**src/rtl/mfr_pkg.sv**
```systemverilog
// Package for the MAVLink frame receiver: constants, CRC step and CRC extra table.
`default_nettype none

package mfr_pkg;

    // Size of the frame byte window; the position counter is sized from it
    localparam int BUFFER_BYTES = 512;
    localparam int COUNT_W      = $clog2(BUFFER_BYTES);

    // Configuration register indexes
    localparam int CFG_INDEX_W            = 8;
    localparam logic [CFG_INDEX_W-1:0] CFG_V2_MAGIC = CFG_INDEX_W'(0);
    localparam logic [CFG_INDEX_W-1:0] CFG_V1_MAGIC = CFG_INDEX_W'(1);

    // Reset values of the start bytes
    localparam logic [7:0] V2_MAGIC_RESET = 8'd253;
    localparam logic [7:0] V1_MAGIC_RESET = 8'd254;

    // Frame layout
    localparam int POS_LENGTH   = 1;
    localparam int V1_POS_ID    = 5;
    localparam int V2_POS_ID_LO = 7;
    localparam int V2_POS_ID_HI = 8;
    localparam int V1_OVERHEAD  = 8;
    localparam int V2_OVERHEAD  = 12;

    localparam logic [15:0] CRC_INIT = 16'hFFFF;

    // One byte of CRC-16/MCRF4XX (reflected 0x1021)
    function automatic logic [15:0] crc_step(input logic [7:0] b, input logic [15:0] crc);
        logic [7:0]  t;
        logic [15:0] tw;
        t  = b ^ crc[7:0];
        t  = t ^ (t << 4);
        tw = {8'd0, t};
        return (crc >> 8) ^ {t, 8'd0} ^ (tw << 3) ^ (tw >> 4);
    endfunction

    // Per-message CRC extra byte; zero marks an id not in the table
    function automatic logic [7:0] crc_extra(input logic [15:0] id);
        logic [7:0] extra;
        case (id)
            16'd0:   extra = 8'd50;
            16'd1:   extra = 8'd124;
            16'd20:  extra = 8'd214;
            16'd21:  extra = 8'd159;
            16'd22:  extra = 8'd220;
            16'd24:  extra = 8'd24;
            16'd30:  extra = 8'd39;
            16'd33:  extra = 8'd104;
            16'd42:  extra = 8'd141;
            16'd44:  extra = 8'd221;
            16'd45:  extra = 8'd132;
            16'd47:  extra = 8'd221;
            16'd66:  extra = 8'd148;
            16'd74:  extra = 8'd20;
            16'd76:  extra = 8'd152;
            16'd147: extra = 8'd154;
            16'd253: extra = 8'd83;
            default: extra = 8'd0;
        endcase
        return extra;
    endfunction

    // Ground-station id list; it is consulted only for v2 ids that have no CRC extra byte
    function automatic logic is_gcs_id(input logic [15:0] id);
        return (id == 16'd20) || (id == 16'd21) || (id == 16'd45) ||
               (id == 16'd66) || (id == 16'd76);
    endfunction

endpackage

`default_nettype wire

```
**src/rtl/mfr_if.sv**
```systemverilog
// Channel interfaces of the MAVLink frame receiver: byte input, frame result, config write.
`default_nettype none

interface mfr_byte_if;
    logic       valid;
    logic       ready;
    logic [7:0] rx_byte;

    modport source (output valid, output rx_byte, input ready);
    modport sink   (input valid, input rx_byte, output ready);
endinterface

interface mfr_result_if;
    logic        valid;
    logic        ready;
    logic        frame_accepted;
    logic        is_version_two;
    logic [15:0] message_id;
    logic [7:0]  payload_length;

    modport source (output valid, output frame_accepted, output is_version_two,
                    output message_id, output payload_length, input ready);
    modport sink   (input valid, input frame_accepted, input is_version_two,
                    input message_id, input payload_length, output ready);
endinterface

interface mfr_cfg_if;
    logic                        valid;
    logic                        ready;
    logic [mfr_pkg::CFG_INDEX_W-1:0] index;
    logic [7:0]                  data;

    modport source (output valid, output index, output data, input ready);
    modport sink   (input valid, input index, input data, output ready);
endinterface

`default_nettype wire

```
**src/rtl/mavlink_frame_receiver.sv**
```systemverilog
// Top level of the MAVLink v1/v2 frame receiver with CRC-16/MCRF4XX check.
//
// Link bytes arrive on byte_in, one per transfer, and a frame result leaves on result_out
// when the last checksum byte of a frame has been seen. The block takes one byte per clock
// cycle while not stalled; a byte is captured in an input register and then worked on,
// where the one-byte CRC update of the running CRC register and the position compare are
// done, so result_out.valid rises once the frame's last byte has passed the input register
// and the result register, or later while an earlier result still waits. byte_in stalls
// only while a result waits on result_out and a captured byte still needs to be worked on.
// A frame starts with the v2 or v1 start byte from the configuration registers (v2 wins if
// they match); a frame that starts with any other byte drops that byte and the next one
// and gives no result. The configuration channel is always ready; the user must write it
// while the block is idle; the block does not enforce it. No clearing pass follows reset.
`default_nettype none

module mavlink_frame_receiver (
    input  wire logic   clk,
    input  wire logic   rst_n,
    mfr_byte_if.sink    byte_in,
    mfr_result_if.source result_out,
    mfr_cfg_if.sink     cfg
);
    import mfr_pkg::*;

    // Configuration registers
    logic [7:0] v2_magic_reg;
    logic [7:0] v1_magic_reg;

    // Input register
    logic       in_valid_reg;
    logic [7:0] in_byte_reg;

    // Frame state
    logic [COUNT_W-1:0] count_reg,   count_next;
    logic               version_reg, version_next;
    logic               bad_reg,     bad_next;
    logic [7:0]         length_reg,  length_next;
    logic [15:0]        id_reg,      id_next;
    logic [15:0]        crc_reg,     crc_next;
    logic [7:0]         csum_lo_reg, csum_lo_next;

    // Result register
    logic        out_valid_reg, out_valid_next;
    logic        out_ok_reg,    out_ok_next;
    logic        out_v2_reg,    out_v2_next;
    logic [15:0] out_id_reg,    out_id_next;
    logic [7:0]  out_len_reg,   out_len_next;

    logic               advance;
    logic [COUNT_W-1:0] total;
    logic [15:0]        id_upd;
    logic [7:0]         extra;
    logic [15:0]        final_crc;
    logic               frame_ok;

    // Work on the captured byte whenever the result register can take a result
    assign advance       = in_valid_reg && (!out_valid_reg || result_out.ready);
    assign byte_in.ready = !in_valid_reg || advance;
    assign cfg.ready     = 1'b1;

    // Write configuration registers
    always_ff @(posedge clk or negedge rst_n)
    begin
        if (!rst_n)
        begin
            v2_magic_reg <= V2_MAGIC_RESET;
            v1_magic_reg <= V1_MAGIC_RESET;
        end
        else if (cfg.valid)
        begin
            if (cfg.index == CFG_V2_MAGIC)
                v2_magic_reg <= cfg.data;
            else if (cfg.index == CFG_V1_MAGIC)
                v1_magic_reg <= cfg.data;
        end
    end

    // Capture one byte per transfer
    always_ff @(posedge clk or negedge rst_n)
    begin
        if (!rst_n)
            in_valid_reg <= 1'b0;
        else if (byte_in.ready)
            in_valid_reg <= byte_in.valid;
    end

    always_ff @(posedge clk)
    begin
        if (byte_in.valid && byte_in.ready)
            in_byte_reg <= byte_in.rx_byte;
    end

    // Frame length in bytes; at most 267, which the counter always holds
    assign total = COUNT_W'(length_reg) +
                   (version_reg ? COUNT_W'(V2_OVERHEAD) : COUNT_W'(V1_OVERHEAD));

    // Pick up the message id bytes at their header positions
    always_comb
    begin
        id_upd = id_reg;
        if (version_reg)
        begin
            if (count_reg == COUNT_W'(V2_POS_ID_LO))
                id_upd[7:0] = in_byte_reg;
            if (count_reg == COUNT_W'(V2_POS_ID_HI))
                id_upd[15:8] = in_byte_reg;
        end
        else if (count_reg == COUNT_W'(V1_POS_ID))
        begin
            id_upd = {8'd0, in_byte_reg};
        end
    end

    // Fold in the CRC extra and check against the trailing checksum
    assign extra     = crc_extra(id_upd);
    assign final_crc = crc_step(extra, crc_reg);
    assign frame_ok  = (version_reg && extra == 8'd0) ? is_gcs_id(id_upd)
                                                      : (final_crc == {in_byte_reg, csum_lo_reg});

    // Advance the frame state by one byte
    always_comb
    begin
        count_next     = count_reg;
        version_next   = version_reg;
        bad_next       = bad_reg;
        length_next    = length_reg;
        id_next        = id_reg;
        crc_next       = crc_reg;
        csum_lo_next   = csum_lo_reg;
        out_valid_next = out_valid_reg && !result_out.ready;
        out_ok_next    = out_ok_reg;
        out_v2_next    = out_v2_reg;
        out_id_next    = out_id_reg;
        out_len_next   = out_len_reg;

        if (advance)
        begin
            if (count_reg == '0)
            begin
                // Start byte: latch the framing
                crc_next     = CRC_INIT;
                id_next      = 16'd0;
                csum_lo_next = 8'd0;
                if (in_byte_reg == v2_magic_reg)
                begin
                    version_next = 1'b1;
                    bad_next     = 1'b0;
                end
                else if (in_byte_reg == v1_magic_reg)
                begin
                    version_next = 1'b0;
                    bad_next     = 1'b0;
                end
                else
                begin
                    version_next = 1'b0;
                    bad_next     = 1'b1;
                end
                count_next = COUNT_W'(1);
            end
            else if (bad_reg)
            begin
                // Drop the byte after a bad start byte
                bad_next   = 1'b0;
                count_next = '0;
            end
            else if (count_reg == COUNT_W'(POS_LENGTH))
            begin
                length_next = in_byte_reg;
                crc_next    = crc_step(in_byte_reg, crc_reg);
                count_next  = COUNT_W'(2);
            end
            else
            begin
                id_next = id_upd;
                if (count_reg <= total - COUNT_W'(3))
                begin
                    crc_next   = crc_step(in_byte_reg, crc_reg);
                    count_next = count_reg + COUNT_W'(1);
                end
                else if (count_reg == total - COUNT_W'(2))
                begin
                    csum_lo_next = in_byte_reg;
                    count_next   = count_reg + COUNT_W'(1);
                end
                else
                begin
                    // Last checksum byte: hand out the result
                    out_valid_next = 1'b1;
                    out_ok_next    = frame_ok;
                    out_v2_next    = version_reg;
                    out_id_next    = id_upd;
                    out_len_next   = length_reg;
                    count_next     = '0;
                end
            end
        end
    end

    // Hold control state
    always_ff @(posedge clk or negedge rst_n)
    begin
        if (!rst_n)
        begin
            count_reg     <= '0;
            version_reg   <= 1'b0;
            bad_reg       <= 1'b0;
            length_reg    <= 8'd0;
            id_reg        <= 16'd0;
            crc_reg       <= CRC_INIT;
            csum_lo_reg   <= 8'd0;
            out_valid_reg <= 1'b0;
        end
        else
        begin
            count_reg     <= count_next;
            version_reg   <= version_next;
            bad_reg       <= bad_next;
            length_reg    <= length_next;
            id_reg        <= id_next;
            crc_reg       <= crc_next;
            csum_lo_reg   <= csum_lo_next;
            out_valid_reg <= out_valid_next;
        end
    end

    // Hold result payload
    always_ff @(posedge clk)
    begin
        out_ok_reg  <= out_ok_next;
        out_v2_reg  <= out_v2_next;
        out_id_reg  <= out_id_next;
        out_len_reg <= out_len_next;
    end

    assign result_out.valid          = out_valid_reg;
    assign result_out.frame_accepted = out_ok_reg;
    assign result_out.is_version_two = out_v2_reg;
    assign result_out.message_id     = out_id_reg;
    assign result_out.payload_length = out_len_reg;

endmodule

`default_nettype wire

```
**src/flat_wrapper.sv**
```systemverilog
// flat-port wrapper written by rule: the top's interface ports become plain ports
module mavlink_frame_receiver_flat import mfr_pkg::*;
  (clk, rst_n, byte_in_valid, byte_in_rx_byte, byte_in_ready, result_out_valid, result_out_frame_accepted, result_out_is_version_two, result_out_message_id, result_out_payload_length, result_out_ready, cfg_valid, cfg_index, cfg_data, cfg_ready);
  mfr_byte_if byte_in_i ();
  mfr_result_if result_out_i ();
  mfr_cfg_if cfg_i ();
  input  wire logic clk;
  input  wire logic rst_n;
  input wire logic [$bits(byte_in_i.valid)-1:0] byte_in_valid;
  input wire logic [$bits(byte_in_i.rx_byte)-1:0] byte_in_rx_byte;
  output wire logic [$bits(byte_in_i.ready)-1:0] byte_in_ready;
  output wire logic [$bits(result_out_i.valid)-1:0] result_out_valid;
  output wire logic [$bits(result_out_i.frame_accepted)-1:0] result_out_frame_accepted;
  output wire logic [$bits(result_out_i.is_version_two)-1:0] result_out_is_version_two;
  output wire logic [$bits(result_out_i.message_id)-1:0] result_out_message_id;
  output wire logic [$bits(result_out_i.payload_length)-1:0] result_out_payload_length;
  input wire logic [$bits(result_out_i.ready)-1:0] result_out_ready;
  input wire logic [$bits(cfg_i.valid)-1:0] cfg_valid;
  input wire logic [$bits(cfg_i.index)-1:0] cfg_index;
  input wire logic [$bits(cfg_i.data)-1:0] cfg_data;
  output wire logic [$bits(cfg_i.ready)-1:0] cfg_ready;
  assign byte_in_i.valid = byte_in_valid;
  assign byte_in_i.rx_byte = byte_in_rx_byte;
  assign byte_in_ready = byte_in_i.ready;
  assign result_out_valid = result_out_i.valid;
  assign result_out_frame_accepted = result_out_i.frame_accepted;
  assign result_out_is_version_two = result_out_i.is_version_two;
  assign result_out_message_id = result_out_i.message_id;
  assign result_out_payload_length = result_out_i.payload_length;
  assign result_out_i.ready = result_out_ready;
  assign cfg_i.valid = cfg_valid;
  assign cfg_i.index = cfg_index;
  assign cfg_i.data = cfg_data;
  assign cfg_ready = cfg_i.ready;
  mavlink_frame_receiver u_core (.clk(clk), .rst_n(rst_n), .byte_in(byte_in_i), .result_out(result_out_i), .cfg(cfg_i));
endmodule
```
**config.mk**
```make
export PLATFORM = sky130hd
export DESIGN_NAME = mavlink_frame_receiver_flat
export DESIGN_NICKNAME = d
export VERILOG_FILES = /design/src/rtl/mfr_pkg.sv /design/src/rtl/mfr_if.sv /design/src/rtl/mavlink_frame_receiver.sv /design/src/flat_wrapper.sv
export SDC_FILE = /design/constraint.sdc
export NUM_CORES = 1
export LEC_CHECK = 0
export ABC_AREA = 1
export BUFFER_PORTS_ARGS = -buffer_cell sky130_fd_sc_hd__buf_2
export CAP_MARGIN = 5
export CORE_ASPECT_RATIO = 1.25
export CORE_MARGIN = 2
export CORE_UTILIZATION = 45
export CTS_BUF_LIST = sky130_fd_sc_hd__clkbuf_2
export DETAILED_ROUTE_END_ITERATION = 7
export PLACE_DENSITY_LB_ADDON = 0.05
export SETUP_SLACK_MARGIN = 0.02
export SLEW_MARGIN = 15
export SYNTH_ARGS = -nofsm -noshare
export SYNTH_HDL_FRONTEND = slang
export SYNTH_SLANG_ARGS = --single-unit
```
**constraint.sdc**
```tcl
create_clock -name clk -period 6.1 [get_ports clk]
set_clock_uncertainty 0.15 [all_clocks]
set_input_delay 0 -clock clk [delete_from_list [all_inputs] [get_ports clk]]
set_output_delay 0 -clock clk [all_outputs]
set_load 0.01 [all_outputs]
```
### After elaboration in Yosys (flattened, before gate mapping)

Cells that the tools add are included.

| word-level totals | value |
|---|---|
| flip-flop bits (word level) | 111 |
| logic and storage cells | 127 |
| bits of input ports | 29 |
| output and inout bits | 29 |

| cells by class | value |
|---|---|
| multiplexer cells | 34 |
| add/sub/neg operators | 4 |
| equality and inequality tests | 28 |
| reduce and logical (&&, ||, !) cells | 28 |
| order comparisons | 1 |
| bitwise logic cells | 16 |

Operator list:

| kind | count |
|---|---|
| $mux 16 | 9 |
| $pmux 8 s16 | 1 |
| $eq 16x5->1 const B | 5 |
| $eq 16x6->1 const B | 5 |
| $mux 8 | 7 |
| $eq 16x7->1 const B | 3 |
| $mux 9 | 5 |
| $eq 16x8->1 const B | 2 |
| $xor 16x11->16 | 2 |
| $xor 16x4->16 | 2 |
| $xor 8x16->16 | 2 |
| $xor 8x8->8 | 4 |
| $eq 9x3->1 const B | 2 |
| $sub 9x2->9 const B | 2 |
| $eq 16x1->1 const B | 1 |
| $eq 16x16->1 | 1 |
| $eq 8x8->1 | 2 |
| $logic_not 16->1 | 1 |
| $logic_not 8->1 | 2 |
| $mux 1 | 11 |
| $add 8x9->9 | 1 |
| $add 9x1->9 const B | 1 |
| $eq 9x1->1 const B | 1 |
| $eq 9x4->1 const B | 1 |
| 19 further kinds | 38 |

### Logic depth before layout (Yosys ltp)

| depth | value |
|---|---|
| depth after elaboration | 13 |
| mapped depth | 28 |
| mapped depth without buffers | 28 |

### Least setup slack after synthesis

No wires, ideal clock.

| timing | value |
|---|---|
| kind | reg-to-reg |
| from | register u_core.version_reg |
| to | register u_core.out_ok_reg (netlist: u_core.result_out.frame_accepted), enable pin |
| slack | 1823 ps |
| cell stages (with the launch flop) | 18 |
| library setup time | 409 ps |
| period minus slack after synthesis | 4277 ps |
| data required time | 5541 ps |
| data arrival time | 3718 ps |
| buffers on the path | 0 |
| path through | dfrtp_1 ha_1 inv_1 ha_1 nand3b_1 xor2_1 nand2_1 nor2_1 nand2_1 xor2_1 ha_1 nand2_1 o21ai_0 a21o_1 o21ai_0 inv_1 nand2_1 nor2_1 |

| between the ends | value |
|---|---|
| word-level cells in the longest chain between the ends | 6 |
| elaborated cells between the ends (all ways) | 9 |
| those cells by class | add/sub: 3; order compare: 1; eq/ne: 1; mux: 1; bitwise: 2; reduce/logical: 1 |

RTL lines:

| what | RTL line | RTL |
|---|---|---|
| start: declaration | mavlink_frame_receiver.sv:35 | `logic version_reg, version_next;` |
| start signal: assignment | mavlink_frame_receiver.sv:217 | `version_reg <= version_next;` |
| $mux 3 (*) | mavlink_frame_receiver.sv:95 | `(version_reg ? COUNT_W'(V2_OVERHEAD) : COUNT_W'(V1_OVERHEAD));` |
| $add 8x9->9 (*) | mavlink_frame_receiver.sv:94 | `assign total = COUNT_W'(length_reg) +` |
| $sub 9x2->9, on equally long branches | mavlink_frame_receiver.sv:176, mavlink_frame_receiver.sv:181 |  |
| $le 9x9->1 / $eq 9x9->1 (equally long branches) | mavlink_frame_receiver.sv:176, mavlink_frame_receiver.sv:181 |  |
| $not 1->1 (no source line) | n/a |  |
| $reduce_and 6->1 (no source line) (*) | n/a |  |
| end signal: assignment | mavlink_frame_receiver.sv:230 | `out_ok_reg <= out_ok_next;` |
| end: declaration | mavlink_frame_receiver.sv:44 | `logic out_ok_reg, out_ok_next;` |

Every way passes the cells marked *; elsewhere a longest branch is shown, timed or not.
A chain may end at the register's enable or synchronous reset.

### Final worst setup path

| timing | value |
|---|---|
| from | register u_core.version_reg |
| to | register u_core.count_reg[2] |

| between the ends | value |
|---|---|
| word-level cells in the longest chain between the ends | 9 |
| elaborated cells between the ends (all ways) | 11 |
| those cells by class | add/sub: 3; order compare: 1; eq/ne: 1; mux: 6 |

RTL lines:

| what | RTL line | RTL |
|---|---|---|
| $mux 3 (*) | mavlink_frame_receiver.sv:95 |  |
| $add 8x9->9 (*) | mavlink_frame_receiver.sv:94 |  |
| parallel branches: the longest is 3 deep, another holds $sub 9x2->9 | n/a |  |
| $mux 9 (*) | mavlink_frame_receiver.sv:176 | `if (count_reg <= total - COUNT_W'(3))` |
| $mux 9 (*) | mavlink_frame_receiver.sv:167 | `else if (count_reg == COUNT_W'(POS_LENGTH))` |
| $mux 9 (*) | mavlink_frame_receiver.sv:161 | `else if (bad_reg)` |
| $mux 9 (*) | mavlink_frame_receiver.sv:138 | `if (count_reg == '0)` |
| end signal: assignment | mavlink_frame_receiver.sv:216 | `count_reg <= count_next;` |
| end: declaration | mavlink_frame_receiver.sv:34 | `logic [COUNT_W-1:0] count_reg, count_next;` |

Mark *: on every way between the ends.

==> run_results.csv <==
group,metric,value,unit
status,outcome,"completed",
clocking,numCtsBuffers,9,
route,drc,0,
route,drt_first_pass_iters,5,
route,ant_nets,0,
cells_and_area,final-seq-area,2985,um2
grt,grt_pass1_wl,33140,um
synth,synth_top_flop_cell,"dfrtp_1",
run,drv_cap,0,
route,wl_per_cell,15.47,um
grt,grt_pass1_vias,6580,
setup_path,cp-end-kind,"flip-flop",
synth,synth-adder-area-share,2.739,%
clocking,cts_num_sinks,111,
clocking,cts-htree-levels,3,
pwr,p_comb_share,61.2,%
route,wl,20860,um
timing,setup_violations,0,
pwr,power_leakage,4.258,nW
cells_and_area,final_common_cell,"nand2_1",
floorplan,chipHeight,150.9,um
clocking,clk_pin_slew,0.31,ns
place,io_buffer_count,56,
clocking,clockBufferDepth,2,
worst_hold_path,whs_endpoint,"u_core.v2_magic_reg[4]$_DFFE_PN1P_",
grt,grt-ovfl-total,0,
synth,ys_async_sr_fraction,69.37,%
timing,tightest_slew,1.026,ns
floorplan,die_area,18330,um2
synth,yosysWarningCount,0,
timing,min_period,4.564,ns
cells_and_area,multi_input_area,4130,um2
place,gp_congestion,0.9322,
synth,synthXorXnorAreaFrac,9.006,%
setup_path,cp_slowest_stage_delay,0.78,ns
pwr,p_switching,1.980,mW
clocking,clk-insertion-delay-late,0.67,ns
timing,rsz0062_at_grt,"false",
synth,syn-cell-area,7766,um2
setup_path,r2r_end,"u_core.count_reg[2]$_DFFE_PN0P_",
route,avgViaCountPerCell,5.142,
setup_path,r2r_start,"u_core.version_reg$_DFFE_PN0P_",
floorplan,initial_utilization,46.11,%
floorplan,die_w,121.5,um
timing,setup-tns-final,0,ns
worst_hold_path,hold_start,"cfg_index[1]",
synth,synth_area_per_cell,7.511,um2
floorplan,rows,53,
clocking,cts_tree,"yes",
synth,synth_cells,1034,
place,hpwl,14990,um
route,vias,6932,
grt,grt.total_usage,23.41,%
grt,antenna_found_initial,1,
setup_path,slowest_stage,"dfrtp_1",
timing,final_hold_viol_count,0,
synth,synth_top_family_by_area,"simple AND/OR/NAND/NOR gates",
pwr,swShare,51.52,%
place,dp_cells,1281,
synth,synthMuxAreaShare,0.1450,%
pwr,ir_drop,0.1762,mV
pwr,pwr-share-clk,8.8,%
setup_path,required,6.55,ns
timing,slew_headroom,31.52,%
setup_path,arrival,5.02,ns
cells_and_area,mostFrequentLayoutCells,"252 x nand2_1, 121 x nand3_1, 108 x inv_1",
pwr,power_frac_seq,30.0,%
setup_path,crit_path_max_fanout,16,
pwr,p_per_area,437.5,nW/um2
synth,ys_types,51,
clocking,clockRootBuffer,"clkbuf_2",
pwr,intPower,1.864,mW
synth,synth-edff-count,34,
synth,synth-seq-area-share,38.44,%
cells_and_area,fin_cells,1348,
setup_path,reg2reg_slack,1.54,ns
synth,synth_nets,1080,
cells_and_area,nNetsFinal,1168,
route,drt_iter0_drc,404,
setup_path,crit_type,"reg2reg",
setup_path,critPathLaunchType,"flip-flop",
worst_hold_path,worstHoldPathType,"in2reg",
worst_hold_path,hold_path_depth,5,
cells_and_area,n_fill_cell,1679,
synth,synth_compound_area_share,8.297,%
clocking,postCtsSetupBuffers,0,
cells_and_area,drive_gt1_share,16.33,%
timing,post-route-period-util,74.81,%
grt,grt_max_degree,69,
floorplan,ios,58,
synth,synth-seq-cells,111,
setup_path,ff2ff_path_depth,16,
floorplan,fp.coreArea,16840,um2
synth,synth-simple-area-share,32.87,%
timing,slew_violations,0,
setup_path,crit_chain,"ha_1, inv_1, ha_1, xor2_1, nand2_1, nor3b_1, nand2_1, xor2_1, ha_1, nand4_1, or3_1, o21ai_0, inv_1, nand2_1, nand3_1, o31ai_1",
cells_and_area,syn_to_final_growth,13.13,%
timing,max_freq,219.1,MHz
[cell usage after synthesis, types with 18 or more instances]
master | number | area, um2
nand3_1 | 121 | 605.6
xor2_1 | 52 | 455.4
xnor2_1 | 26 | 227.7
clkbuf_1 | 18 | 67.56
dfrtp_1 | 47 | 1176
nand2_2 | 23 | 143.9
o21ai_0 | 55 | 275.3
inv_1 | 108 | 405.4
o22ai_1 | 22 | 137.6
nand2_1 | 252 | 945.9
edfxtp_1 | 34 | 1021
dfstp_2 | 30 | 788.3
nor2_1 | 88 | 330.3
[power groups by stage]
stage	sequential (mW)	clock [mW]	combinational (mW)
after floorplan	1.10	0	1.88
after detailed placement	1.17	0	2.32
after global placement	1.17	0	2.31
after CTS	1.15	0.351	2.36
after global routing	1.18	0.373	2.66
final	1.15	0.338	2.35
[worst max-delay path, delay by kind of cell (launching register included)]
family	cells	cell delay, ns
DFF	1	0.78
AOI/OAI and AO/OA	2	0.59
and+or+nand+nor	7	1.30
xor gates and xnor gates	2	0.70
buffers and inverters	2	0.15
adders and majority gates	3	0.82
[worst max path at each step]
stage	slack [ns]	start	endpoint	depth (start not counted)
finish	1.54	u_core.version_reg$_DFFE_PN0P_	u_core.count_reg[2]$_DFFE_PN0P_	16
global route	1.10	u_core.version_reg$_DFFE_PN0P_	u_core.count_reg[2]$_DFFE_PN0P_	16
floorplan	1.82	u_core.version_reg$_DFFE_PN0P_	u_core.result_out.frame_accepted$_DFFE_PP_	17
detailed placement	1.61	u_core.version_reg$_DFFE_PN0P_	u_core.count_reg[2]$_DFFE_PN0P_	16
global placement	1.65	u_core.version_reg$_DFFE_PN0P_	u_core.count_reg[2]$_DFFE_PN0P_	16
CTS	1.55	u_core.version_reg$_DFFE_PN0P_	u_core.count_reg[2]$_DFFE_PN0P_	16
[cell families (layout without fill, tap and decap cells)]
kind of cell,Yosys count,after routing
flops,111,111
fa+ha+maj,17,17
other cells,1,2
mux,1,1
simple gates,550,550
compound gates,116,116
buf+inv,159,252
xor+xnor,79,79
[final cells by class]
class                   instances  area share [%]
well taps                     220           3.133
clock buffers                  10          0.5696
multi-input cells             764           47.01
clock inverters                 6          0.5839
flip-flops and latches        111           33.98
diodes                          1         0.02848
repair buffers                110           9.257
inverters                     126           5.440
[what timing repair did]
item                                   in CTS  in global routing
hold buffers                               50                  0
endpoints found under the hold margin     121                  0
gates resized for setup                     0                  0
[per-layer routing]
metal / up-vias / part of all wire (%) / GRT usage (%)
met5: - / 0 / 0
met4: 0 / 2.0 / 7.816
met3: 29 / 2.8 / 2.485
met2: 131 / 50 / 41.94
met1: 3236 / 45 / 29.36
li1: 3536 / - / -
[through the flow]
step           setup slack (ns)  total power [mW]  hold slack (ns)  utilization [%]  area, um2
2_1_floorplan             1.823             2.980          -0.4456                -       7766
3_3_place_gp              1.648             3.472          -0.3057            48.57       8182
3_5_place_dp              1.614             3.491          -0.3046            48.57       8182
4_1_cts                   1.548             3.864          0.05912            52.15       8783
5_1_grt                   1.103             4.204           0.1163            52.16       8786
6_report                  1.536             3.844           0.1161            52.16       8786
No activity file was read; power rests on OpenSTA's default activity.
